--- src/design/ppmfg_pkg.sv ---
// ppmfg_pkg: shared types and constants of the ppm frame generator
`default_nettype none

package ppmfg_pkg;

   localparam int CHAN_W       = 12;
   localparam int TICK_W       = 16;
   localparam int MODE_W       = 8;
   localparam int MODE_SEL_W   = 3;
   localparam int MODE_COUNT   = 6;
   localparam int INPUT_CHANS  = 4;
   localparam int CSR_IDX_W    = 2;
   localparam int CSR_DATA_W   = 16;

   localparam logic [TICK_W-1:0]     FRAME_LEN_RST = 16'd22500;
   localparam logic [CHAN_W-1:0]     PULSE_LEN_RST = 12'd300;
   localparam logic [CHAN_W-1:0]     DEFAULT_WIDTH = 12'd1500;
   localparam logic [MODE_W-1:0]     MODE_BYTE_RST = 8'h01;
   localparam logic [MODE_SEL_W-1:0] MODE_SEL_RST  = 3'd0;

   localparam logic [MODE_W-1:0] MODE_CODES [MODE_COUNT] =
      '{8'h01, 8'h02, 8'h04, 8'h08, 8'h10, 8'h20};

   typedef enum logic [CSR_IDX_W-1:0] {
      CSR_FRAME_LEN   = 2'd0,
      CSR_PULSE_LEN   = 2'd1,
      CSR_ACTIVE_HIGH = 2'd2,
      CSR_UNUSED      = 2'd3
   } csr_index_type;

   typedef struct packed {
      logic [CHAN_W-1:0] channel_0_us;
      logic [CHAN_W-1:0] channel_1_us;
      logic [CHAN_W-1:0] channel_2_us;
      logic [CHAN_W-1:0] channel_3_us;
      logic [MODE_W-1:0] button_byte;
   } req_type;

   typedef struct packed {
      logic                  ppm_level;
      logic [MODE_W-1:0]     mode_leds;
      logic [MODE_SEL_W-1:0] mode_index;
   } rsp_type;

   // mode state after this tick's button check
   typedef struct packed {
      logic [MODE_W-1:0]     mode_byte;
      logic [MODE_SEL_W-1:0] mode_select;
   } mode_status_type;

   // last channel width for each mode
   function automatic logic [CHAN_W-1:0] mode_width(input logic [MODE_SEL_W-1:0] sel);
      logic [CHAN_W-1:0] w;
      unique case (sel)
         3'd0:    w = 12'd1080;
         3'd1:    w = 12'd1240;
         3'd2:    w = 12'd1400;
         3'd3:    w = 12'd1560;
         3'd4:    w = 12'd1740;
         3'd5:    w = 12'd1900;
         default: w = 12'd1080;
      endcase
      return w;
   endfunction

endpackage

`default_nettype wire

--- src/design/ppmfg_mode_ctrl.sv ---
// ppmfg_mode_ctrl: mode button decode and mode state registers
`default_nettype none

module ppmfg_mode_ctrl (
   input  wire logic                          clock,
   input  wire logic                          reset,
   input  wire logic                          advance,
   input  wire logic [ppmfg_pkg::MODE_W-1:0]  button_byte,
   output ppmfg_pkg::mode_status_type         mode_next
);
   import ppmfg_pkg::*;

   logic [MODE_W-1:0]     mode_byte_ff,   mode_byte_in;
   logic [MODE_SEL_W-1:0] mode_select_ff, mode_select_in;

   // codes are distinct, so at most one matches
   always_comb begin
      mode_byte_in   = mode_byte_ff;
      mode_select_in = mode_select_ff;
      for (int i = 0; i < MODE_COUNT; i++) begin
         if (button_byte == MODE_CODES[i]) begin
            mode_byte_in   = button_byte;
            mode_select_in = MODE_SEL_W'(i);
         end
      end
   end

   always_ff @(posedge clock) begin
      if (reset) begin
         mode_byte_ff   <= MODE_BYTE_RST;
         mode_select_ff <= MODE_SEL_RST;
      end else if (advance) begin
         mode_byte_ff   <= mode_byte_in;
         mode_select_ff <= mode_select_in;
      end
   end

   assign mode_next.mode_byte   = mode_byte_in;
   assign mode_next.mode_select = mode_select_in;

endmodule

`default_nettype wire

--- src/design/ppm_frame_generator_core.sv ---
// ppm_frame_generator_core: top level of the ppm frame generator
// a req transfer reaches its rsp through the input register and then the result register
// throughput: one tick per cycle, one rsp per tick, with no bubbles under full flow
// a held rsp stalls the input register behind it, so req_ready drops after one more tick
// reset: line inactive, first pulse on tick START_DELAY, mode 0 (leds 0x01),
// frame length 22500, pulse length 300, active high polarity; no transfers taken in reset
`default_nettype none

module ppm_frame_generator_core #(
   parameter int NUM_CHANNELS = 5,
   parameter int START_DELAY  = 50
) (
   input  wire logic                              clock,
   input  wire logic                              reset,
   // tick input
   input  wire logic                              req_valid,
   output logic                                   req_ready,
   input  wire ppmfg_pkg::req_type                req_data,
   // per-tick result
   output logic                                   rsp_valid,
   input  wire logic                              rsp_ready,
   output ppmfg_pkg::rsp_type                     rsp_data,
   // register writes
   input  wire logic                              csr_valid,
   output logic                                   csr_ready,
   input  wire logic [ppmfg_pkg::CSR_IDX_W-1:0]   csr_index,
   input  wire logic [ppmfg_pkg::CSR_DATA_W-1:0]  csr_data
);
   import ppmfg_pkg::*;

   // slot counter runs 0..NUM_CHANNELS, the top value marks the sync slot
   localparam int SLOT_W = $clog2(NUM_CHANNELS + 1);
   localparam logic [SLOT_W-1:0] LAST_SLOT = SLOT_W'(NUM_CHANNELS - 1);
   localparam logic [SLOT_W-1:0] SYNC_SLOT = SLOT_W'(NUM_CHANNELS);

   // configuration registers
   logic [TICK_W-1:0] frame_len_ff;
   logic [CHAN_W-1:0] pulse_len_ff;
   logic              active_high_ff;

   // input stage
   logic    in_valid_ff;
   req_type in_data_ff;

   // timer state
   logic              in_pulse_ff,  in_pulse_in;
   logic [TICK_W-1:0] ticks_ff,     ticks_in;
   logic [SLOT_W-1:0] slot_ff,      slot_in;
   logic [TICK_W-1:0] frame_sum_ff, frame_sum_in;

   // result stage
   logic    out_valid_ff;
   rsp_type out_data_ff, out_data_in;

   logic            advance;
   mode_status_type mode_next;

   logic [CHAN_W-1:0] chan_w [INPUT_CHANS];
   logic [CHAN_W-1:0] slot_w;
   logic [TICK_W:0]   sum_wide;
   logic [TICK_W-1:0] sum_sat;
   logic [TICK_W:0]   sync_wide;
   logic [TICK_W-1:0] sync_total;

   // the result register moves on when empty or taken; the input stage follows it
   assign advance   = in_valid_ff && (!out_valid_ff || rsp_ready);
   assign req_ready = !reset && (!in_valid_ff || advance);
   assign csr_ready = !reset;

   always_ff @(posedge clock) begin
      if (reset) begin
         frame_len_ff   <= FRAME_LEN_RST;
         pulse_len_ff   <= PULSE_LEN_RST;
         active_high_ff <= 1'b1;
      end else if (csr_valid) begin
         unique case (csr_index_type'(csr_index))
            CSR_FRAME_LEN:   frame_len_ff   <= csr_data;
            CSR_PULSE_LEN:   pulse_len_ff   <= csr_data[CHAN_W-1:0];
            CSR_ACTIVE_HIGH: active_high_ff <= csr_data[0];
            CSR_UNUSED:      ;
            default:         ;
         endcase
      end
   end

   // input register, payload without reset
   always_ff @(posedge clock) begin
      if (reset) begin
         in_valid_ff <= 1'b0;
      end else if (req_ready) begin
         in_valid_ff <= req_valid;
      end
   end

   always_ff @(posedge clock) begin
      if (req_valid && req_ready) begin
         in_data_ff <= req_data;
      end
   end

   ppmfg_mode_ctrl u_mode_ctrl (
      .clock       (clock),
      .reset       (reset),
      .advance     (advance),
      .button_byte (in_data_ff.button_byte),
      .mode_next   (mode_next)
   );

   assign chan_w[0] = in_data_ff.channel_0_us;
   assign chan_w[1] = in_data_ff.channel_1_us;
   assign chan_w[2] = in_data_ff.channel_2_us;
   assign chan_w[3] = in_data_ff.channel_3_us;

   // width of the slot whose pulse ends now; the last channel follows the mode
   always_comb begin
      priority if (slot_ff == LAST_SLOT) begin
         slot_w = mode_width(mode_next.mode_select);
      end else if ({1'b0, slot_ff} < (SLOT_W + 1)'(INPUT_CHANS)) begin
         slot_w = chan_w[slot_ff[1:0]];
      end else begin
         slot_w = DEFAULT_WIDTH;
      end
   end

   // frame sum saturates at full scale
   assign sum_wide   = {1'b0, frame_sum_ff} + (TICK_W + 1)'(slot_w);
   assign sum_sat    = sum_wide[TICK_W] ? '1 : sum_wide[TICK_W-1:0];
   assign sync_wide  = {1'b0, frame_sum_ff} + (TICK_W + 1)'(pulse_len_ff);
   assign sync_total = sync_wide[TICK_W] ? '1 : sync_wide[TICK_W-1:0];

   // phase sequencer: pulse, gap, next slot; a zero length lasts one tick
   always_comb begin
      in_pulse_in  = in_pulse_ff;
      ticks_in     = ticks_ff - 1'b1;
      slot_in      = slot_ff;
      frame_sum_in = frame_sum_ff;
      if (ticks_ff <= TICK_W'(1)) begin
         if (!in_pulse_ff) begin
            in_pulse_in = 1'b1;
            ticks_in    = TICK_W'(pulse_len_ff);
         end else begin
            in_pulse_in = 1'b0;
            if (slot_ff >= SYNC_SLOT) begin
               // sync gap pads to the frame length, clamped at zero
               ticks_in     = (frame_len_ff > sync_total) ? frame_len_ff - sync_total : '0;
               slot_in      = '0;
               frame_sum_in = '0;
            end else begin
               ticks_in     = (slot_w > pulse_len_ff) ?
                              TICK_W'(slot_w - pulse_len_ff) : '0;
               frame_sum_in = sum_sat;
               slot_in      = slot_ff + 1'b1;
            end
         end
      end
   end

   always_ff @(posedge clock) begin
      if (reset) begin
         in_pulse_ff  <= 1'b0;
         ticks_ff     <= TICK_W'(START_DELAY);
         slot_ff      <= '0;
         frame_sum_ff <= '0;
      end else if (advance) begin
         in_pulse_ff  <= in_pulse_in;
         ticks_ff     <= ticks_in;
         slot_ff      <= slot_in;
         frame_sum_ff <= frame_sum_in;
      end
   end

   // result shows the state after the tick
   always_comb begin
      out_data_in.ppm_level  = in_pulse_in ? active_high_ff : !active_high_ff;
      out_data_in.mode_leds  = mode_next.mode_byte;
      out_data_in.mode_index = mode_next.mode_select;
   end

   always_ff @(posedge clock) begin
      if (reset) begin
         out_valid_ff <= 1'b0;
      end else if (advance) begin
         out_valid_ff <= 1'b1;
      end else if (rsp_ready) begin
         out_valid_ff <= 1'b0;
      end
   end

   always_ff @(posedge clock) begin
      if (advance) begin
         out_data_ff <= out_data_in;
      end
   end

   assign rsp_valid = out_valid_ff;
   assign rsp_data  = out_data_ff;

endmodule

`default_nettype wire
--- config.mk ---
export PLATFORM = sky130hd
export DESIGN_NAME = ppm_frame_generator_core
export DESIGN_NICKNAME = d
export VERILOG_FILES = /design/src/design/ppmfg_pkg.sv /design/src/design/ppmfg_mode_ctrl.sv /design/src/design/ppm_frame_generator_core.sv
export SDC_FILE = /design/constraint.sdc
export NUM_CORES = 1
export LEC_CHECK = 0
export BUFFER_PORTS_ARGS = -buffer_cell sky130_fd_sc_hd__buf_2
export CAP_MARGIN = 10
export CORE_MARGIN = 1.5
export CORE_UTILIZATION = 60
export CTS_CLUSTER_SIZE = 12
export DETAILED_ROUTE_END_ITERATION = 6
export PLACE_DENSITY = 0.77
export SETUP_SLACK_MARGIN = 0.2
export SLEW_MARGIN = 20
export SYNTH_ARGS = -nofsm -noshare
export SYNTH_HDL_FRONTEND = slang
export SYNTH_HIERARCHICAL = 1
export SYNTH_SLANG_ARGS = --single-unit
--- constraint.sdc ---
create_clock -name clock -period 5.8 [get_ports clock]
set_input_delay 0.58 -clock clock [delete_from_list [all_inputs] [get_ports clock]]
set_output_delay 0.58 -clock clock [all_outputs]
set_load 0.005 [all_outputs]
* Word-level counts from Yosys, hierarchy flattened
Index checks and enable logic that the tools add are counted.
** Word-level totals
- Register bits after elaboration :: 146
- Output and inout bits :: 15
- Word-level logic and storage cells :: 93
** Cells by class
- Add/subtract/negate cells :: 6
- Order comparisons :: 6
- Eq/ne operators :: 14
- Mux-type cells :: 32
- Bitwise operators :: 1
- Reduce and logical (&&, ||, !) cells :: 15
** Operator list (count)
- 16-bit 2-to-1 mux :: 8
- 10-bit case mux with 5 select lines :: 1
- 12-bit 2-to-1 mux :: 4
- 8-bit 2-to-1 mux :: 6
- 16-bit by 12-bit adder with 17-bit output :: 2
- 12-bit binary-select mux with 2-bit select :: 1
- 3-bit 2-to-1 mux :: 7
- 16-bit > comparator :: 1
- 16-bit by 1-bit <= comparator with 1-bit output (second input constant) :: 1
- 16-bit by 1-bit subtractor with 16-bit output (second input constant) :: 1
- 16-bit subtractor :: 1
- 12-bit by 12-bit subtractor with 13-bit output :: 1
- 12-bit > comparator :: 1
- 3-bit equality test (second input constant) :: 3
- 8-bit by 1-bit equality test with 1-bit output (second input constant) :: 1
- 8-bit by 2-bit equality test with 1-bit output (second input constant) :: 1
- 8-bit by 3-bit equality test with 1-bit output (second input constant) :: 1
- 8-bit by 4-bit equality test with 1-bit output (second input constant) :: 1
- 8-bit by 5-bit equality test with 1-bit output (second input constant) :: 1
- 8-bit by 6-bit equality test with 1-bit output (second input constant) :: 1
- 3-bit by 2-bit equality test with 1-bit output (second input constant) :: 2
- 3-bit >= comparator (second input constant) :: 2
- 2-bit AND reduction :: 3
- 1-bit 2-to-1 mux :: 5
- 12 further kinds :: 18

* Longest topological paths before layout
Gate-level depths: netlist of run 1.
- Depth in word-level cells :: 15
- Mapped depth :: 21

* Hierarchy
Netlist of run 1, hierarchy kept.
** Modules (own cells, without submodules)
- ppm_frame_generator_core :: times used 1, cells each 870, area each 8131.5 um^2, seq. area each 3383.2 um^2
- ppmfg_mode_ctrl :: times used 1, cells each 107, area each 829.5 um^2, seq. area each 220.2 um^2

* Least setup slack after synthesis of run 1
Ideal clock, no wire load.
- Path type :: register to register
- Start point :: register pulse_len_ff[0]
- End point :: register ticks_ff[15]
- Data arrival time :: 4580 ps
- Slack :: 1093 ps
- Cell stages (with the launch flop) :: 21
- Buffers on the path :: 1
- Cell sequence :: dfxtp_1 ha_1 fa_1 a21oi_1 o211ai_1 and3b_1 o31a_1 o21a_1 nor2_1 nor2_1 clkbuf_1 nor2_1 ha_1 nor2b_1 o31a_1 o41ai_1 o21ai_0 a2111oi_2 nor4b_1 o311ai_0 a21oi_1
** On the way
- Longest elaborated chain between the ends :: 7
** Ends and longest elaborated chain
- from (decl) :: RTL line ppm_frame_generator_core.sv:38 : logic [CHAN_W-1:0] pulse_len_ff;
- from (signal assigned) :: RTL line ppm_frame_generator_core.sv:78 : CSR_PULSE_LEN: pulse_len_ff <= csr_data[CHAN_W-1:0];
- 16-bit by 12-bit adder with 17-bit output :: RTL line ppm_frame_generator_core.sv:128 : assign sync_wide = {1'b0, frame_sum_ff} + (TICK_W + 1)'(pulse_len_ff);
- 16-bit 2-to-1 mux :: RTL line ppm_frame_generator_core.sv:129 : assign sync_total = sync_wide[TICK_W] ? '1 : sync_wide[TICK_W-1:0];
- 16-bit subtractor / 16-bit > comparator (equally long branches) :: RTL line ppm_frame_generator_core.sv:145 : ticks_in = (frame_len_ff > sync_total) ? frame_len_ff - sync_total : '0;
- 16-bit 2-to-1 mux :: RTL line ppm_frame_generator_core.sv:145
- 16-bit 2-to-1 mux (*) :: RTL line ppm_frame_generator_core.sv:143 : if (slot_ff >= SYNC_SLOT) begin
- 16-bit 2-to-1 mux (*) :: RTL line ppm_frame_generator_core.sv:138 : if (!in_pulse_ff) begin
- 16-bit 2-to-1 mux (*) :: RTL line ppm_frame_generator_core.sv:137 : if (ticks_ff <= TICK_W'(1)) begin
- to (signal assigned) :: RTL line ppm_frame_generator_core.sv:161 : ticks_ff <= TICK_W'(START_DELAY);
- to (signal assigned) :: RTL line ppm_frame_generator_core.sv:166 : ticks_ff <= ticks_in;
- to (decl) :: RTL line ppm_frame_generator_core.sv:47 : logic [TICK_W-1:0] ticks_ff, ticks_in;
Every way passes the cells marked *; elsewhere a longest branch is shown, timed or not.
A chain may end at the register's enable or synchronous reset.

* Final worst setup path of run 1
Ends and elaborated chain as after synthesis.

==> results.py, run 1 <==
metrics = {
    "finish": {
        "synthToLayoutAreaGrowth_pct": 13.2,
        "fin_nets": 1199,
        "layout.cells.most_common": "nand2_1",
        "num_antenna_cells": 0,
        "finish.instance_area_um2": 10100,
        "finalCoreUtilization_pct": 69.8,
        "drive_above_1_share_pct": 16.0,
        "final_cell_mix": "109 x nand2_1, 93 x buf_2, 78 x dfxtp_1",
    },
    "clock_tree": {
        "cts_resized": 0,
        "cts_tree": "yes",
        "clock_latency_ns": 0.44,
        "cts_post_setup_buffers_inserted": 0,
        "path_clk_slew_ns": 0.07,
        "numCtsBuffers": 17,
        "cts.sinks": 146,
        "clockRootBuffer": "clkbuf_16",
        "ctsHoldBuffers": 0,
        "h-tree-depth": 4,
        "clockBufferDepth": 2,
    },
    "worst_setup_path": {
        "reg2reg_depth": 19,
        "slowest_stage": "o41ai_1",
        "crit_fanout": 11,
        "r2r_slack_ns": 0.60,
        "critPathArrivalTime_ns": 5.52,
        "crit_type": "register to register",
        "cp.required_ns": 6.12,
        "r2r_start": "pulse_len_ff[0]$_SDFFE_PP0P_",
        "crit_path_end_kind": "register",
        "critPathMaxStageDelay_ns": 0.42,
        "crit_chain": "ha_1 -> fa_1 -> a21oi_1 -> o211ai_1 -> and3b_1 -> o31a_1 -> o21a_1 -> nor2_2 -> nor2_1 -> nor2_1 -> ha_1 -> nor2b_1 -> o31a_1 -> o41ai_1 -> o21ai_0 -> a2111oi_2 -> nor4b_1 -> o311ai_0 -> a21oi_1",
        "startpoint_type": "register",
        "rr_endpoint": "ticks_ff[15]$_SDFFE_PP0P_",
    },
    "die": {
        "start_util_pct": 61.7,
        "fp.dieH_um": 125,
        "io_pins": 94,
        "rows": 44,
        "die-area_um2": 15700,
        "design.core.area_um2": 14500,
        "die_x_um": 125,
    },
    "hold_path": {
        "holdPathStages": 1,
        "holdPathEnd": "chan_w[17]$_DFFE_PP_",
        "hp-start": "req_data[25]",
        "holdCritPathClass": "input port to register",
    },
    "yosys": {
        "ys_seq_elements": 146,
        "synth_seq_area_share_pct": 40.2,
        "syn-num-nets": 1119,
        "yosys_warnings": 6,
        "syn_area_um2": 8960,
        "ys_types": 77,
        "yosysTopAreaCell": "edfxtp_1",
        "synthCells": 977,
        "synth.top_cell.area_share_pct": 22.8,
        "synth_edf_count": 68,
        "synthArstFlopShare_pct": 0,
        "ys_top_cells_by_area": "edfxtp_1 23%, dfxtp_1 17%, ha_1 8.2%",
        "syn_avg_cell_area_um2": 9.17,
        "synth-main-ff-cell": "dfxtp_1",
    },
    "sta": {
        "fmax_mhz": 192,
        "worst_pin_slew_ns": 0.869,
        "fin_crit_sh_pct": 89.6,
        "fin_crit_ns": 5.20,
        "tns_ns": 0,
        "drv_slew": 0,
        "finalHoldViolCount": 0,
        "relSlewSlack_pct": 42.0,
        "finalSetupViolCount": 0,
        "rsz0062_at_grt": "no",
        "fin_worst_skew_ns": 0.00751,
    },
    "power_and_ir_drop": {
        "p_per_area_nw_per_um2": 247,
        "ir_drop_mv": 0.200,
        "p_leak_nw": 3.93,
        "finalPower_w": 0.00251,
    },
    "outcome": {
        "status": "completed",
    },
    "route": {
        "num_vias": 7819,
        "wl_per_cell_um": 18.1,
        "firstDrtPassIters": 7,
        "wl_um": 22700,
        "drc_errors": 0,
        "first_iter_violations": 855,
        "via_per_inst": 6.24,
        "ant_nets": 0,
    },
    "placement": {
        "place_congestion": 1.02,
        "hpwl_um": 16900,
        "post_dp_cell_area_um2": 9560,
        "portBuffers": 93,
    },
    "global_routing": {
        "grt_max_degree": 57,
        "grt_util_all_layers_pct": 29.2,
        "grt_overflow_total": 0,
        "grt_pass1_vias": 7056,
        "grt_pass1_wl_um": 36300,
        "antenna_found_initial": 0,
    },
    "flow_run": {
        "max-cap-violations": 0,
    },
}
-- sequential cells by signal (all words and copies together) (netlist names), 8 cells and up --
name	count
rsp_data	12
frame_len_ff	16
chan_w	48
pulse_len_ff	12
u_mode_ctrl/mode_byte_ff	8
frame_sum_ff	16
ticks_ff	16
in_data_ff	8
-- cells by family (layout without fill, tap and decap cells) --
kind of cell	Yosys count	after routing	synth area share, %
fa+ha+maj	63	63	9.13
compound gates	271	271	19.6
mux	20	20	3.67
buf+inv	87	180	3.83
xor+xnor	43	43	4.20
simple gates	347	347	19.4
flops	146	146	40.2
-- metal layers --
metal	track usage [%]	vias to the layer above	routed length (µm)
li1	-	3789	-
met1	40.2	3693	10100
met2	46.5	294	10500
met3	5.61	43	1550
met4	9.89	0	513
met5	0	-	0
-- area by class of cell --
class / count / area (µm²)
clock buffer: 17 / 425
clock inverter: 15 / 155
fill: 1123 / 4390
inverter: 45 / 169
multi-input combinational: 744 / 5020
sequential: 146 / 3600
tap: 184 / 230
timing repair buffer: 103 / 541
-- Yosys cell counts (30+ instances only) --
cell type    n
a21oi_1     73
clkbuf_1    31
dfxtp_1     78
edfxtp_1    68
ha_1        59
inv_1       45
nand2_1    109
nand3_1     34
nor2_1      78
nor3_1      39
o21ai_0     54
xnor2_1     30
-- stage by stage --
stage / hold WS [ns] / std cells / setup slack [ns]
5_1_grt: 0.300 / 1254 / 0.233
3_3_place_gp: 0.444 / 1222 / 0.804
3_5_place_dp: 0.447 / 1222 / 0.642
2_1_floorplan: 0.436 / 977 / 1.09
4_1_cts: 0.304 / 1254 / 0.570
6_report: 0.313 / 1254 / 0.603
-- critical path, delay by kind of cell, from the launching register on --
family	cells	cell delay [ns]
AO/OA/AOI/OAI	10	2.71
AND/OR/NAND/NOR	6	1.10
adder cells (fa/ha/maj)	3	0.92
flip-flops	1	0.35
-- worst max path at each step --
stage / startpoint / end / slack [ns]
final: pulse_len_ff[0]$_SDFFE_PP0P_ / ticks_ff[15]$_SDFFE_PP0P_ / 0.60
after global routing: in_data_ff[7]$_DFFE_PP_ / ticks_ff[4]$_SDFFE_PP1P_ / 0.23
after CTS: pulse_len_ff[0]$_SDFFE_PP0P_ / ticks_ff[15]$_SDFFE_PP0P_ / 0.57
after detailed placement: pulse_len_ff[0]$_SDFFE_PP0P_ / ticks_ff[15]$_SDFFE_PP0P_ / 0.64
after global placement: pulse_len_ff[0]$_SDFFE_PP0P_ / ticks_ff[15]$_SDFFE_PP0P_ / 0.80
after floorplan: pulse_len_ff[0]$_SDFFE_PP0P_ / ticks_ff[15]$_SDFFE_PP0P_ / 1.09
-- where the power goes --
part | total, W | switching [W] | internal [W]
Combinational | 0.000279 | 0.000165 | 0.000114
Sequential | 0.00114 | 0.0000224 | 0.00111
Clock | 0.00109 | 0.000517 | 0.000575
No activity file was read; power rests on OpenSTA's default activity.
==> run 2: changes to the inputs <==
--- a/config.mk
+++ b/config.mk
@@ -5,6 +5,7 @@
 export SDC_FILE = /design/constraint.sdc
 export NUM_CORES = 1
 export LEC_CHECK = 0
+export ABC_AREA = 1
 export BUFFER_PORTS_ARGS = -buffer_cell sky130_fd_sc_hd__buf_2
 export CAP_MARGIN = 10
 export CORE_MARGIN = 1.5
==> run 2 against run 1 <==
Effect of this change: die area grew 6.8%; utilization shrank 1.0 points; global-route usage grew 0.33 points; synthesized cell count grew 33%; critical path depth shrank 3; register-to-register slack gained 0.80 ns; critical endpoint is now ticks_ff[14]$_SDFFE_PP0P_; largest power group unchanged; highest routed layer unchanged.
==> results.py, run 2 <==
metrics = {
    "outcome": {
        "status": "completed",
    },
    "sta": {
        "worst_pin_slew_ns": 0.921,
        "fin_crit_ns": 4.40,
        "whs_ns": 0.313,
        "drv_slew": 0,
        "finalHoldViolCount": 0,
        "fmax_mhz": 227,
        "relSlewSlack_pct": 38.5,
        "fin_worst_skew_ns": 0.00736,
        "finalSetupViolCount": 0,
        "fin_crit_sh_pct": 75.8,
        "tns_ns": 0,
        "rsz0062_at_grt": "no",
        "setup_ws_ns": 1.40,
    },
    "yosys": {
        "synthCells": 1303,
        "synthArstFlopShare_pct": 0,
        "yosysMostFrequentCell": "nand2_1",
        "ys_top_cells_by_area": "edfxtp_1 21%, dfxtp_1 16%, nand2_1 12%",
        "synth_seq_area_share_pct": 37.6,
        "syn-num-nets": 1445,
        "ys_types": 55,
        "synth_edf_count": 68,
        "yosysTopAreaCell": "edfxtp_1",
        "syn_area_um2": 9590,
        "syn_avg_cell_area_um2": 7.36,
        "ys_seq_elements": 146,
        "synthTopCellsByCount": "306 x nand2_1, 148 x nor2_1, 142 x inv_1",
        "synth-main-ff-cell": "dfxtp_1",
        "synth.top_cell.area_share_pct": 21.3,
        "yosys_warnings": 6,
    },
    "worst_setup_path": {
        "slowest_stage": "dfxtp_1",
        "r2r_start": "slot_ff[0]$_SDFFE_PP0P_",
        "r2r_slack_ns": 1.40,
        "critPathArrivalTime_ns": 4.77,
        "critPathMaxStageDelay_ns": 0.93,
        "cp.required_ns": 6.17,
        "crit_path_end_kind": "register",
        "rr_endpoint": "ticks_ff[14]$_SDFFE_PP0P_",
        "crit_fanout": 29,
        "cp_num_buf_inv": 1,
        "crit_chain": "inv_1 -> ha_1 -> nand2_1 -> nor2_1 -> nand3b_1 -> o21ai_0 -> a31oi_1 -> ha_1 -> nand2_1 -> nor3_1 -> nand2_1 -> a21oi_2 -> nand3_1 -> a21oi_1 -> nand2_1 -> a21oi_1",
        "path_delay_family": "compound AO/OA/AOI/OAI gates",
        "cpMostUsedCell": "nand2_1",
        "crit_type": "register to register",
        "reg2reg_depth": 16,
        "cp.depth": 16,
        "startpoint_type": "register",
    },
    "hold_path": {
        "holdPathStages": 1,
        "holdPathEnd": "chan_w[44]$_DFFE_PP_",
        "hp-start": "req_data[52]",
        "holdCritPathClass": "input port to register",
    },
    "route": {
        "wl_per_cell_um": 14.8,
        "firstDrtPassIters": 5,
        "ant_nets": 0,
        "drc_errors": 0,
        "via_per_inst": 5.43,
        "num_vias": 8772,
        "first_iter_violations": 668,
        "wl_um": 24000,
    },
    "placement": {
        "post_dp_cell_area_um2": 10200,
        "pre_cts_slack_ns": 1.51,
        "place_congestion": 0.943,
        "hpwl_um": 17800,
        "dp.cells": 1584,
        "portBuffers": 93,
    },
    "global_routing": {
        "grt_util_all_layers_pct": 29.5,
        "grt_overflow_total": 0,
        "grt_pass1_vias": 7907,
        "grt_pass1_wl_um": 38200,
        "grt_max_degree": 44,
        "antenna_found_initial": 0,
    },
    "finish": {
        "num_antenna_cells": 0,
        "synthToLayoutAreaGrowth_pct": 13.1,
        "layout.cells.most_common": "nand2_1",
        "largest_reg_flops": 48,
        "finish.instance_area_um2": 10800,
        "drive_above_1_share_pct": 14.4,
        "fin_nets": 1529,
        "final_cell_mix": "306 x nand2_1, 147 x nor2_1, 142 x inv_1",
        "stdcell_count": 1616,
    },
    "clock_tree": {
        "numCtsBuffers": 17,
        "clockRootBuffer": "clkbuf_16",
        "clockBufferDepth": 2,
        "ctsHoldBuffers": 0,
        "cts_tree": "yes",
        "cts.sinks": 146,
        "h-tree-depth": 4,
        "cts_post_setup_buffers_inserted": 0,
        "cts_resized": 0,
        "clock_latency_ns": 0.44,
        "path_clk_slew_ns": 0.07,
    },
    "power_and_ir_drop": {
        "p_leak_nw": 5.07,
        "ir_drop_mv": 0.212,
        "p_per_area_nw_per_um2": 246,
    },
    "die": {
        "rows": 46,
        "io_pins": 94,
        "die_x_um": 129,
        "fp.dieH_um": 129,
        "design.core.area_um2": 15800,
        "start_util_pct": 60.8,
        "die-area_um2": 16700,
    },
    "flow_run": {
        "max-cap-violations": 0,
    },
}
==> run 2: cell count changes after synthesis, moves of 12 or more <==
cell and delta:
o21ai_0 +40, a31oi_1 -12, nand3_1 +40, xnor2_1 -17
inv_2 +13, a21oi_1 +51, inv_1 +97, nor3_1 -26
nand2_1 +197, nand2_2 +12, a211oi_1 -16, nor2_1 +70
==> run 2: layout make-up <==
| cell class | instances | area [µm²] |
|---|---|---|
| Multi-Input combinational cell | 966 | 5250 |
| Clock inverter | 15 | 186 |
| Clock buffer | 17 | 425 |
| Inverter | 157 | 592 |
| Fill cell | 1361 | 4930 |
| Tap cell | 216 | 270 |
| Timing Repair Buffer | 99 | 510 |
| Sequential cell | 146 | 3600 |
==> run 2: cells by family after synthesis <==
kind of cell	count (synthesis)	share of synthesized area (%)
simple gates	599	27.5
xor+xnor	35	3.20
fa+ha+maj	63	8.54
flops	146	37.6
buf+inv	191	7.74
compound gates	269	15.4
==> run 2: worst max path at each step <==
stage / startpoint / to / slack, ns
final: slot_ff[0]$_SDFFE_PP0P_ / ticks_ff[14]$_SDFFE_PP0P_ / 1.40
after global routing: slot_ff[0]$_SDFFE_PP0P_ / ticks_ff[15]$_SDFFE_PP0P_ / 0.93
after CTS: slot_ff[0]$_SDFFE_PP0P_ / frame_sum_ff[2]$_SDFFE_PP0P_ / 1.47
after detailed placement: slot_ff[0]$_SDFFE_PP0P_ / frame_sum_ff[2]$_SDFFE_PP0P_ / 1.51
after global placement: slot_ff[0]$_SDFFE_PP0P_ / ticks_ff[1]$_SDFFE_PP1P_ / 1.72
after floorplan: reset / chan_w[0]$_DFFE_PP_ / 1.77
==> run 2: power breakdown <==
| part | total (W) | leakage, nW | switching, W | internal [W] |
|---|---|---|---|---|
| Clock | 0.00115 | 0.302 | 0.000492 | 0.000656 |
| Combinational | 0.000371 | 3.49 | 0.000236 | 0.000135 |
| Sequential | 0.00115 | 1.27 | 0.0000264 | 0.00113 |
==> run 2: stage by stage <==
| stage | utilization (%) | total power (W) |
|---|---|---|
| after global routing | 68.7 | 0.00278 |
| final | 68.7 | 0.00267 |
| after detailed placement | 64.9 | 0.00154 |
| after global placement | 64.9 | 0.00153 |
| after floorplan | - | 0.00143 |
| after CTS | 68.7 | 0.00267 |
==> run 2: metal layers <==
layer	track usage (%)	wire length (µm)	vias to the layer above
met5	0	0	-
met3	4.62	1490	59
li1	-	-	4475
met4	12.7	796	0
met2	46.9	10900	292
met1	40.1	10800	3946
==> run 2: worst reg2reg max path, stage by stage (launching register included) <==
cell and delay (ns):
dfxtp_1 0.93, inv_1 0.59, ha_1 0.37, nand2_1 0.13, nor2_1 0.09, nand3b_1 0.08, o21ai_0 0.09, a31oi_1 0.41
ha_1 0.27, nand2_1 0.14, nor3_1 0.19, nand2_1 0.09, a21oi_2 0.23, nand3_1 0.13, a21oi_1 0.38, nand2_1 0.10
a21oi_1 0.12
